**config.mk**
```make
export PLATFORM = sky130hd
export DESIGN_NAME = bemf_six_step_commutator
export DESIGN_NICKNAME = d
export VERILOG_FILES = /design/src/rtl/bemf_pkg.sv /design/src/rtl/bemf_six_step_commutator.sv
export SDC_FILE = /design/constraint.sdc
export NUM_CORES = 1
export LEC_CHECK = 0
export ABC_AREA = 1
export BUFFER_PORTS_ARGS = -buffer_cell sky130_fd_sc_hd__buf_2
export CELL_PAD_IN_SITES_DETAIL_PLACEMENT = 1
export CELL_PAD_IN_SITES_GLOBAL_PLACEMENT = 1
export CORE_ASPECT_RATIO = 1.5
export CORE_UTILIZATION = 44
export DETAILED_ROUTE_END_ITERATION = 8
export PLACE_DENSITY = 0.86
export SYNTH_ARGS = -nofsm -noshare
export SYNTH_HDL_FRONTEND = slang
export SYNTH_SLANG_ARGS = --single-unit
```
**constraint.sdc**
```tcl
create_clock -name clk -period 7.3 [get_ports clk]
set_input_delay 0.365 -clock clk [delete_from_list [all_inputs] [get_ports clk]]
set_output_delay 0.365 -clock clk [all_outputs]
set_load 0.02 [all_outputs]
```
**src/rtl/bemf_pkg.sv**
```systemverilog
// Shared types and constants for the six-step commutation core.
`timescale 1ns / 1ps

package bemf_pkg;

  // Request codes carried on the input channel
  localparam logic [1:0] REQ_SAMPLE   = 2'd0;
  localparam logic [1:0] REQ_ZERO_X   = 2'd1;
  localparam logic [1:0] REQ_COMMUTE  = 2'd2;

  // Register indexes on the configuration port
  localparam logic [1:0] REG_DIRECTION = 2'd0;
  localparam logic [1:0] REG_BAD_LIMIT = 2'd1;
  localparam logic [1:0] REG_ADVANCE   = 2'd2;
  localparam logic [1:0] REG_INVERT    = 2'd3;

  localparam logic [2:0] STEP_FIRST = 3'd1;
  localparam logic [2:0] STEP_LAST  = 3'd6;
  localparam logic [7:0] COUNT_MAX  = 8'hFF;

  typedef struct packed {
    logic [2:0]  step_now;
    logic        edge_rising;
    logic [7:0]  good_sample_count;
    logic [15:0] interval_filtered;
    logic [15:0] wait_ticks;
    logic        wrapped;
    logic [7:0]  zero_cross_total;
  } result_t;

endpackage

```
**src/rtl/bemf_six_step_commutator.sv**
```systemverilog
// Top level of the sensorless six-step commutation core.
`timescale 1ns / 1ps

// Sensorless BLDC six-step commutation core.
//
// Input channel (in_valid/in_ready) carries one request per transfer: a
// comparator sample, a found zero crossing, or a commutate command. Every
// request yields exactly one result on the output channel (out_valid/
// out_ready) reporting the step, expected edge, sample counters, filtered
// interval and the wait from zero crossing to commutation.
//
// The state registers update at the edge that accepts the request, and the
// result enters the output entry, or the skid entry if that one is held.
// Throughput is one request per cycle while in_ready is high; the step/counter
// state loop and the 6 x INTERVAL_BITS advance multiply are combinational.
//
// A result register plus one skid entry separate the channels, so a request
// is still taken while one result waits on a stalled receiver; in_ready
// drops only once both entries are full.
//
// rst_n (synchronous) empties the output entries and loads the state and the
// registers with their defaults. The APB-style port must be written only while
// the core is idle (not enforced here); reads return the register values.
module bemf_six_step_commutator #(
  parameter int INTERVAL_BITS = 16
) (
  input  logic        clk,
  input  logic        rst_n,
  // request channel
  input  logic        in_valid,
  output logic        in_ready,
  input  logic [1:0]  in_req_type,
  input  logic        in_comp_level,
  input  logic [15:0] in_timer_count,
  // result channel
  output logic        out_valid,
  input  logic        out_ready,
  output logic [2:0]  out_step_now,
  output logic        out_edge_rising,
  output logic [7:0]  out_good_sample_count,
  output logic [15:0] out_interval_filtered,
  output logic [15:0] out_wait_ticks,
  output logic        out_wrapped,
  output logic [7:0]  out_zero_cross_total,
  // configuration port
  input  logic        psel,
  input  logic        penable,
  input  logic        pwrite,
  input  logic [3:0]  paddr,
  input  logic [31:0] pwdata,
  output logic [31:0] prdata,
  output logic        pready
);
  import bemf_pkg::*;

  localparam int IB = INTERVAL_BITS;
  // common width holding both the timer input and the interval
  localparam int CW = (IB > 16) ? IB : 16;

  // configuration registers
  logic       direction_r;
  logic [7:0] bad_limit_r;
  logic [5:0] advance_r;
  logic       invert_r;

  // core state
  logic [2:0]    step_r,     step_nxt;
  logic          rising_r,   rising_nxt;
  logic [7:0]    good_r,     good_nxt;
  logic [7:0]    bad_r,      bad_nxt;
  logic [IB-1:0] interval_r, interval_nxt;
  logic [7:0]    zc_r,       zc_nxt;

  // output entry and skid entry
  logic    out_valid_r, skid_valid_r;
  result_t out_r, skid_r, res;

  logic in_fire, out_fire, cfg_wr;

  assign pready   = 1'b1;
  assign cfg_wr   = psel & penable & pwrite;
  assign in_ready = ~skid_valid_r;
  assign in_fire  = in_valid & in_ready;
  assign out_fire = out_valid_r & out_ready;

  // ---------------------------------------------------------------
  // Configuration port
  // ---------------------------------------------------------------
  always_ff @(posedge clk) begin
    if (!rst_n) begin
      direction_r <= 1'b1;
      bad_limit_r <= 8'd2;
      advance_r   <= 6'd16;
      invert_r    <= 1'b0;
    end else if (cfg_wr) begin
      case (paddr[3:2])
        REG_DIRECTION: direction_r <= pwdata[0];
        REG_BAD_LIMIT: bad_limit_r <= pwdata[7:0];
        REG_ADVANCE:   advance_r   <= pwdata[5:0];
        REG_INVERT:    invert_r    <= pwdata[0];
        default:       direction_r <= direction_r;
      endcase
    end
  end

  always_comb begin
    case (paddr[3:2])
      REG_DIRECTION: prdata = {31'd0, direction_r};
      REG_BAD_LIMIT: prdata = {24'd0, bad_limit_r};
      REG_ADVANCE:   prdata = {26'd0, advance_r};
      REG_INVERT:    prdata = {31'd0, invert_r};
      default:       prdata = 32'd0;
    endcase
  end

  // ---------------------------------------------------------------
  // Zero-crossing arithmetic: filter, half interval, advance, wait
  // ---------------------------------------------------------------
  logic [CW-1:0]   tcount_ext, imask_ext, fresh_ext;
  logic [IB+1:0]   filt_sum;
  logic [IB-1:0]   filt, half, adv, wait_full;
  logic [IB+5:0]   adv_prod;
  logic [CW-1:0]   wait_ext, interval_ext;

  always_comb begin
    tcount_ext = CW'(in_timer_count);
    imask_ext  = CW'({IB{1'b1}});
    // clamp a timer value that does not fit the interval width
    fresh_ext  = (tcount_ext > imask_ext) ? imask_ext : tcount_ext;
    // (fresh + 3*old) / 4, never exceeds the interval range
    filt_sum   = {2'b00, fresh_ext[IB-1:0]} + {1'b0, interval_r, 1'b0}
               + {2'b00, interval_r};
    filt       = filt_sum[IB+1:2];
    half       = filt >> 1;
    adv_prod   = {{IB{1'b0}}, advance_r} * {6'd0, filt};
    adv        = adv_prod[IB+5:6];
    // saturate at zero when the advance exceeds the half interval
    wait_full  = (half > adv) ? (half - adv) : '0;
  end

  // ---------------------------------------------------------------
  // Commutation: next step, wrap flag and expected edge
  // ---------------------------------------------------------------
  logic [2:0] comm_step;
  logic       comm_wrap, comm_rising;

  always_comb begin
    if (direction_r) begin
      comm_wrap   = (step_r >= STEP_LAST);
      comm_step   = comm_wrap ? STEP_FIRST : step_r + 3'd1;
      comm_rising = comm_step[0];
    end else begin
      comm_wrap   = (step_r <= STEP_FIRST);
      comm_step   = comm_wrap ? STEP_LAST : step_r - 3'd1;
      comm_rising = ~comm_step[0];
    end
    comm_rising = comm_rising ^ invert_r;
  end

  // ---------------------------------------------------------------
  // Request decode and state update
  // ---------------------------------------------------------------
  logic [7:0] bad_inc;
  logic       wrap_bit;
  logic [IB-1:0] wait_sel;

  assign bad_inc = (bad_r < COUNT_MAX) ? bad_r + 8'd1 : COUNT_MAX;

  always_comb begin
    step_nxt     = step_r;
    rising_nxt   = rising_r;
    good_nxt     = good_r;
    bad_nxt      = bad_r;
    interval_nxt = interval_r;
    zc_nxt       = zc_r;
    wrap_bit     = 1'b0;
    wait_sel     = '0;
    case (in_req_type)
      REQ_SAMPLE: begin
        if (in_comp_level == rising_r) begin
          good_nxt = (good_r < COUNT_MAX) ? good_r + 8'd1 : COUNT_MAX;
        end else begin
          bad_nxt = bad_inc;
          // past the tolerance, each bad sample drops the good run
          if (bad_inc > bad_limit_r) begin
            good_nxt = 8'd0;
          end
        end
      end
      REQ_ZERO_X: begin
        interval_nxt = filt;
        wait_sel     = wait_full;
        step_nxt     = comm_step;
        rising_nxt   = comm_rising;
        wrap_bit     = comm_wrap;
        good_nxt     = 8'd0;
        bad_nxt      = 8'd0;
        zc_nxt       = (zc_r < COUNT_MAX) ? zc_r + 8'd1 : COUNT_MAX;
      end
      REQ_COMMUTE: begin
        step_nxt   = comm_step;
        rising_nxt = comm_rising;
        wrap_bit   = comm_wrap;
        good_nxt   = 8'd0;
      end
      default: begin
        // unused code: report state unchanged
        wrap_bit = 1'b0;
      end
    endcase
  end

  always_comb begin
    wait_ext                = CW'(wait_sel);
    interval_ext            = CW'(interval_nxt);
    res.step_now            = step_nxt;
    res.edge_rising         = rising_nxt;
    res.good_sample_count   = good_nxt;
    res.interval_filtered   = interval_ext[15:0];
    res.wait_ticks          = wait_ext[15:0];
    res.wrapped             = wrap_bit;
    res.zero_cross_total    = zc_nxt;
  end

  // Advance the state on every accepted transfer
  always_ff @(posedge clk) begin
    if (!rst_n) begin
      step_r     <= STEP_FIRST;
      rising_r   <= 1'b1;
      good_r     <= 8'd0;
      bad_r      <= 8'd0;
      interval_r <= '0;
      zc_r       <= 8'd0;
    end else if (in_fire) begin
      step_r     <= step_nxt;
      rising_r   <= rising_nxt;
      good_r     <= good_nxt;
      bad_r      <= bad_nxt;
      interval_r <= interval_nxt;
      zc_r       <= zc_nxt;
    end
  end

  // ---------------------------------------------------------------
  // Output entry with one skid entry behind it
  // ---------------------------------------------------------------
  always_ff @(posedge clk) begin
    if (!rst_n) begin
      out_valid_r  <= 1'b0;
      skid_valid_r <= 1'b0;
    end else if (!out_valid_r || out_fire) begin
      // output entry free: refill from skid first, else from the new result
      if (skid_valid_r) begin
        out_valid_r  <= 1'b1;
        skid_valid_r <= 1'b0;
      end else begin
        out_valid_r  <= in_fire;
      end
    end else if (in_fire) begin
      // receiver stalled: hold the new result in the skid entry
      skid_valid_r <= 1'b1;
    end
  end

  always_ff @(posedge clk) begin
    if (!out_valid_r || out_fire) begin
      if (skid_valid_r) begin
        out_r <= skid_r;
      end else if (in_fire) begin
        out_r <= res;
      end
    end else if (in_fire) begin
      skid_r <= res;
    end
  end

  assign out_valid             = out_valid_r;
  assign out_step_now          = out_r.step_now;
  assign out_edge_rising       = out_r.edge_rising;
  assign out_good_sample_count = out_r.good_sample_count;
  assign out_interval_filtered = out_r.interval_filtered;
  assign out_wait_ticks        = out_r.wait_ticks;
  assign out_wrapped           = out_r.wrapped;
  assign out_zero_cross_total  = out_r.zero_cross_total;

endmodule

```
Word level (Yosys, flattened, before mapping)

Index checks and enable logic that the tools add are counted.

Flip-flop bits (word level): 168
Input bits: 62
Output and inout bits: 88

Add/sub/neg operators: 8
Multiply operators: 1
$lt $le $gt $ge: 8
Equal/unequal tests: 7
Multiplexer cells: 25
Bitwise gates (word level): 9
Reduce and logical (&&, ||, !) cells: 15

Operator list:

| operator                                                         | count |
|---|---|
| 32-bit case mux with 4 select lines                              | 1 |
| 53-bit two-way mux                                               | 2 |
| 16-bit two-way mux                                               | 4 |
| 8-bit two-way mux                                                | 7 |
| 8-bit case mux with 2 select lines                               | 2 |
| 8-bit by 1-bit adder with 8-bit output (second input constant)   | 3 |
| 8-bit less-than comparator (second input constant)               | 3 |
| 6-bit by 16-bit multiplier with 22-bit output                    | 1 |
| 16-bit by 17-bit adder with 18-bit output                        | 1 |
| 18-bit by 16-bit adder with 18-bit output                        | 1 |
| 15-bit by 16-bit > comparator with 1-bit output                  | 1 |
| 16-bit > comparator (second input constant)                      | 1 |
| 15-bit by 16-bit subtractor with 16-bit output                   | 1 |
| 3-bit two-way mux                                                | 4 |
| 2-bit AND reduction                                              | 6 |
| 8-bit > comparator                                               | 1 |
| 2-bit == test (second input constant)                            | 3 |
| 1-bit two-way mux                                                | 5 |
| 1-bit AND                                                        | 4 |
| 2-bit by 1-bit == test with 1-bit output (second input constant) | 2 |
| 2-bit logical NOT                                                | 2 |
| 1-bit NOT                                                        | 4 |
| 2-bit nonzero test                                               | 2 |
| 2-bit OR reduction                                               | 2 |
| other kinds (10)                                                 | 10 |

Logic depth before layout (Yosys ltp)

Word-level depth: 10
Mapped depth: 43
Depth with buffers taken out: 43

Least setup slack after synthesis

No wires, ideal clock.

Path type: input port to flip-flop
Start: input port in_timer_count[2]
End: register out_r (netlist bit out_wait_ticks[11]), data pin
Library setup time: 145 ps
Arrival time: 6,394 ps
Setup slack: 761 ps
Stages on the path: 38
Path buffers: 1
Cell sequence: fa_1 -> inv_1 -> fa_1 -> inv_1 -> nand3_1 -> nand2_1 -> nand2_1 -> nand2_1 -> xor2_1 -> inv_1 -> nor2_1 -> fa_1 -> fa_1 -> inv_1 -> fa_1 -> inv_1 -> ha_1 -> a21oi_1 -> (+2 left out) -> nand3_1 -> nand2_1 -> nand2_1 -> nand2_1 -> nand2_1 -> nand2_1 -> nand2_1 -> ha_1 -> nand2_1 -> nor2_2 -> and2_1 -> nand2_2 -> nand2_2 -> nand2_2 -> a21oi_4 -> buf_6 -> nand3_2 -> o21ai_1

Word-level cells in the longest chain between the ends: 10
Elaborated cells on any way between the ends: 11

Ends and longest elaborated chain:

| element                                                                                                                  | line                            | text |
|---|---|---|
| start, declared                                                                                                          | bemf_six_step_commutator.sv:34  | `input logic [15:0] in_timer_count,` |
| 16-bit > comparator                                                                                                      | bemf_six_step_commutator.sv:129 | `fresh_ext = (tcount_ext > imask_ext) ? imask_ext : tcount_ext;` |
| 16-bit two-way mux *                                                                                                     | bemf_six_step_commutator.sv:129 |  |
| 16-bit by 17-bit adder with 18-bit output *                                                                              | bemf_six_step_commutator.sv:131 | `filt_sum = {2'b00, fresh_ext[IB-1:0]} + {1'b0, interval_r, 1'b0}` |
| 18-bit by 16-bit adder with 18-bit output *                                                                              | bemf_six_step_commutator.sv:132 | `+ {2'b00, interval_r};` |
| 6-bit by 16-bit multiplier with 22-bit output                                                                            | bemf_six_step_commutator.sv:135 | `adv_prod = {{IB{1'b0}}, advance_r} * {6'd0, filt};` |
| 15-bit by 16-bit subtractor with 16-bit output / 15-bit by 16-bit > comparator with 1-bit output (equally long branches) | bemf_six_step_commutator.sv:138 | `wait_full = (half > adv) ? (half - adv) : '0;` |
| 16-bit two-way mux *                                                                                                     | bemf_six_step_commutator.sv:138 |  |
| 16-bit two-way mux *                                                                                                     | bemf_six_step_commutator.sv:178 | `case (in_req_type)` |
| 53-bit two-way mux *                                                                                                     | bemf_six_step_commutator.sv:269 | `end else if (in_fire) begin` |
| 53-bit two-way mux *                                                                                                     | bemf_six_step_commutator.sv:267 | `if (skid_valid_r) begin` |
| end signal, assigned                                                                                                     | bemf_six_step_commutator.sv:268 | `out_r <= skid_r;` |
| end signal, assigned                                                                                                     | bemf_six_step_commutator.sv:270 | `out_r <= res;` |
| end, declared                                                                                                            | bemf_six_step_commutator.sv:76  | `result_t out_r, skid_r, res;` |

Every way passes the cells marked *; elsewhere a longest branch is shown, timed or not. The select of a mux whose other input is x is not followed.
A chain may end at the register's enable or synchronous reset.

Worst setup path after layout

Start: register interval_r[1]
End: register out_r (netlist bit out_wait_ticks[9]), data pin

Word-level cells in the longest chain between the ends: 8
Elaborated cells on any way between the ends: 9

Ends and longest elaborated chain:

| element                                                                                                                  | line                            | text |
|---|---|---|
| start, declared                                                                                                          | bemf_six_step_commutator.sv:71  | `logic [IB-1:0] interval_r, interval_nxt;` |
| start signal, assigned                                                                                                   | bemf_six_step_commutator.sv:239 | `interval_r <= interval_nxt;` |
| 16-bit by 17-bit adder with 18-bit output                                                                                | bemf_six_step_commutator.sv:131 |  |
| 18-bit by 16-bit adder with 18-bit output *                                                                              | bemf_six_step_commutator.sv:132 |  |
| 6-bit by 16-bit multiplier with 22-bit output                                                                            | bemf_six_step_commutator.sv:135 |  |
| 15-bit by 16-bit subtractor with 16-bit output / 15-bit by 16-bit > comparator with 1-bit output (equally long branches) | bemf_six_step_commutator.sv:138 |  |
| 16-bit two-way mux *                                                                                                     | bemf_six_step_commutator.sv:138 |  |
| 16-bit two-way mux *                                                                                                     | bemf_six_step_commutator.sv:178 |  |
| 53-bit two-way mux *                                                                                                     | bemf_six_step_commutator.sv:269 |  |
| 53-bit two-way mux *                                                                                                     | bemf_six_step_commutator.sv:267 |  |

Marks and branches as above.

==> reports/qor.csv <==
stage,metric,value,unit
power_and_ir_drop,fin_total_pwr,5.24,mW
grt,grt_pass1_wl,64800,um
yosys,synth_area,0.0128,mm^2
cts,clk_pin_slew,90,ps
yosys,synthTopCellsByArea,"edfxtp_1, fa_1, nand2_1, dfxtp_1, inv_1",
yosys,synthAdderAreaFrac,0.187,
setup_path,r2r_end,out_wait_ticks[9]$_DFFE_PP_,
sta,fmax,140,MHz
setup_path,crit_slowest_cell,fa_1,
sta,tightest_slew,991,ps
cts,cts_tree,built,
sta,setup_violations,0,
cts,clockBufferDepth,2,
yosys,avgSynthCellArea,7.77,um^2
yosys,synth_xor_area_frac,0.0216,
setup_path,crit_path_end_kind,register,
yosys,synth.distinct_cells,52,
worst_hold_path,min_path_cells,3,
sta,hold_viol,0,
sta,min_period,7160,ps
placement,dpl.hpwl,30300,um
routing,wl,42700,um
routing,routed-wl-met2,23300,um
power_and_ir_drop,vdd_ir_drop_max,0.216,mV
yosys,synth.top_cells.by_count,"nand2_1, inv_1, nor2_1",
routing,wire_per_inst,19.4,um
routing,initialDrtViolationCount,702,
worst_hold_path,worstHoldStart,pwdata[1],
yosys,synth_top_family_by_area,simple AND/OR/NAND/NOR gates,
setup_path,crit_path_start_kind,register,
floorplanning,die_area,0.0299,mm^2
floorplanning,die_y,211,um
yosys,synth_edf_count,106,
sta,holdWs,155,ps
routing,via_per_inst,5.45,
setup_path,slowest_delay,600,ps
setup_path,regToRegStartpoint,interval_r[1]$_SDFFE_PN0P_,
sta,maxSlewViolCount,0,
setup_path,path_class,reg2reg,
cts,cts_made_buffers,17,
routing,drc_errors,0,
sta,skew,15.9,ps
setup_path,r2r_slack,140,ps
placement,numPortBuffers,98,
outcome,status,completed,
yosys,synth_top_cell_by_area,edfxtp_1,
yosys,async_flop_share,0,
sta,tns,0,ps
sta,post-route-period-util,0.980,
cells_and_area,drive_gt1_frac,0.190,
cells_and_area,final_area,0.0152,mm^2
yosys,synth.most_common_cell,nand2_1,
worst_hold_path,hold_path_end,bad_limit_r[1]$_SDFFE_PN1P_,
yosys,synthCells,1652,
setup_path,cp.arrival,7390,ps
placement,dpl-instance-area,0.0141,mm^2
floorplanning,die_x,141,um
floorplanning,start_util,0.447,
yosys,ys.flop_type,edfxtp_1,
cells_and_area,n_fill_cell,3595,
cts,htree_levels,4,
routing,vias,12000,
power_and_ir_drop,leakagePower,7.49,nW
grt,grt_max_degree,60,
cells_and_area,multiInputGateArea,0.00753,mm^2
yosys,yosys_warnings,0,
floorplanning,ios,150,
cells_and_area,regArea,0.00444,mm^2
floorplanning,fp.coreArea,0.0287,mm^2
routing,first_pass_iters,5,
yosys,ys_ff_latch,168,
cts,clock_latency,470,ps
setup_path,crit_top_cell,nand2_1,
setup_path,r2r_cells,37,
routing,wl_met1,15200,um
cts,clock_sinks,168,
yosys,synthMuxAreaShare,0,
yosys,synth_top_area_share,0.248,
routing,top_layer_used,met4,
setup_path,crit_buf_inv,8,
grt,grtUsageTotal,0.282,
setup_path,cp_top_family,adder cells,
cells_and_area,fin_nets,2016,
flow_run,max-cap-violations,0,
routing,antenna_left,0,
grt,grt.overflow.total,0,
setup_path,crit_path_start,interval_r[1]$_SDFFE_PN0P_,
grt,antenna_found_initial,0,
placement,gp_congestion,0.861,
cts,ctsRootBufferMaster,clkbuf_16,
yosys,ys_seq_area_frac,0.345,
cells_and_area,diodes,0,
yosys,synth_compound_area_frac,0.106,
worst_hold_path,hold_class,in2reg,
cells_and_area,area_growth,18.8,%
power_and_ir_drop,powerDensity,343,mW/mm^2
yosys,synth-simple-area-share,0.230,
sta,relSlewSlack,0.338,
routing,wl_met3,1420,um
grt,grt_pass1_vias,12900,
floorplanning,rows,76,
setup_path,required,7530,ps
setup_path,crit_fanout,7,
[worst min-delay path, stage by stage]
cell,delay [ps]
buf_2,100
nand2_1,50
o211ai_1,60
[placed cells by master (no fill, tap or decap), drive strengths merged, types with 9 or more instances in the layout]
cell,instances
nand2,389
inv,285
nor2,207
buf,177
edfxtp,106
o21ai,100
a21oi,99
nand3,76
ha,75
fa,73
dfxtp,62
conb,25
xor2,19
a31oi,18
clkbuf,17
nand4,15
xnor2,11
nor3,10
nand3b,9
[flip-flops by register name, summed over array words and instances, names as in the netlist]
| name | cells |
|---|---|
| out_interval_filtered | 16 |
| out_zero_cross_total | 8 |
| out_good_sample_count | 8 |
| direction_r | 1 |
| skid_r | 53 |
| advance_r | 6 |
| step_r | 3 |
| invert_r | 1 |
| out_wait_ticks | 16 |
| out_valid | 1 |
| rising_r | 1 |
| out_edge_rising | 1 |
| interval_r | 16 |
| bad_r | 8 |
| good_r | 8 |
| out_wrapped | 1 |
| out_step_now | 3 |
| zc_r | 8 |
| bad_limit_r | 8 |
| skid_valid_r | 1 |
[power by group]
| group | switching, mW | internal (mW) |
|---|---|---|
| sequential | 0.0470 | 1.13 |
| clock | 0.459 | 0.462 |
| combinational | 1.99 | 1.14 |
| total | 2.50 | 2.74 |
[metrics by stage]
step                      setup WS, ps  instances   util
after floorplan                    761       1675      -
after global placement           -36.2       2162  0.490
after detailed placement          -360       2162  0.490
after CTS                         12.6       2197  0.513
after global routing              -160       2209  0.531
final                              143       2209  0.531
[layout make-up]
| type | instances | area share |
|---|---|---|
| clock buffers | 17 | 0.0279 |
| inverters | 279 | 0.0689 |
| multi-input cells | 1163 | 0.494 |
| clock inverters | 15 | 0.0112 |
| repair buffers | 177 | 0.0746 |
| flip-flops and latches | 168 | 0.291 |
| well taps | 390 | 0.0320 |
[timing repair]
action / 4_1_cts / 5_1_grt
setup buffers: 3 / 12
hold endpoints to repair: 0 / 0
endpoints found under the setup margin: 32 / 32
hold buffers: 0 / 0
pin swaps: 1 / 33
gates resized for setup: 5 / 121
[logic make-up (layout without fill, tap and decap cells)]
family / Yosys count / count (layout)
AO/OA/AOI/OAI: 247 / 247
XOR/XNOR: 30 / 30
flip-flops: 168 / 168
AND/OR/NAND/NOR: 713 / 713
buffers and inverters: 344 / 488
other: 2 / 25
adder cells (fa/ha/maj): 148 / 148
[per-layer routing]
metal / track usage / vias to the layer above
met3: 0.0370 / 169
met1: 0.281 / 5985
met5: 0 / -
met4: 0.177 / 0
li1: - / 5529
met2: 0.545 / 356
[how the worst max path moves through the flow]
stage / endpoint / slack (ps) / depth (start not counted)
after CTS: out_wait_ticks[15]$_DFFE_PP_ / 10 / 33
final: out_wait_ticks[9]$_DFFE_PP_ / 140 / 37
after global placement: out_wait_ticks[4]$_DFFE_PP_ / -40 / 40
after detailed placement: out_wait_ticks[1]$_DFFE_PP_ / -360 / 40
after floorplan: out_wait_ticks[11]$_DFFE_PP_ / 760 / 38
after global routing: out_wait_ticks[7]$_DFFE_PP_ / -160 / 38
Note: power is estimated with default switching activity, not from simulation.
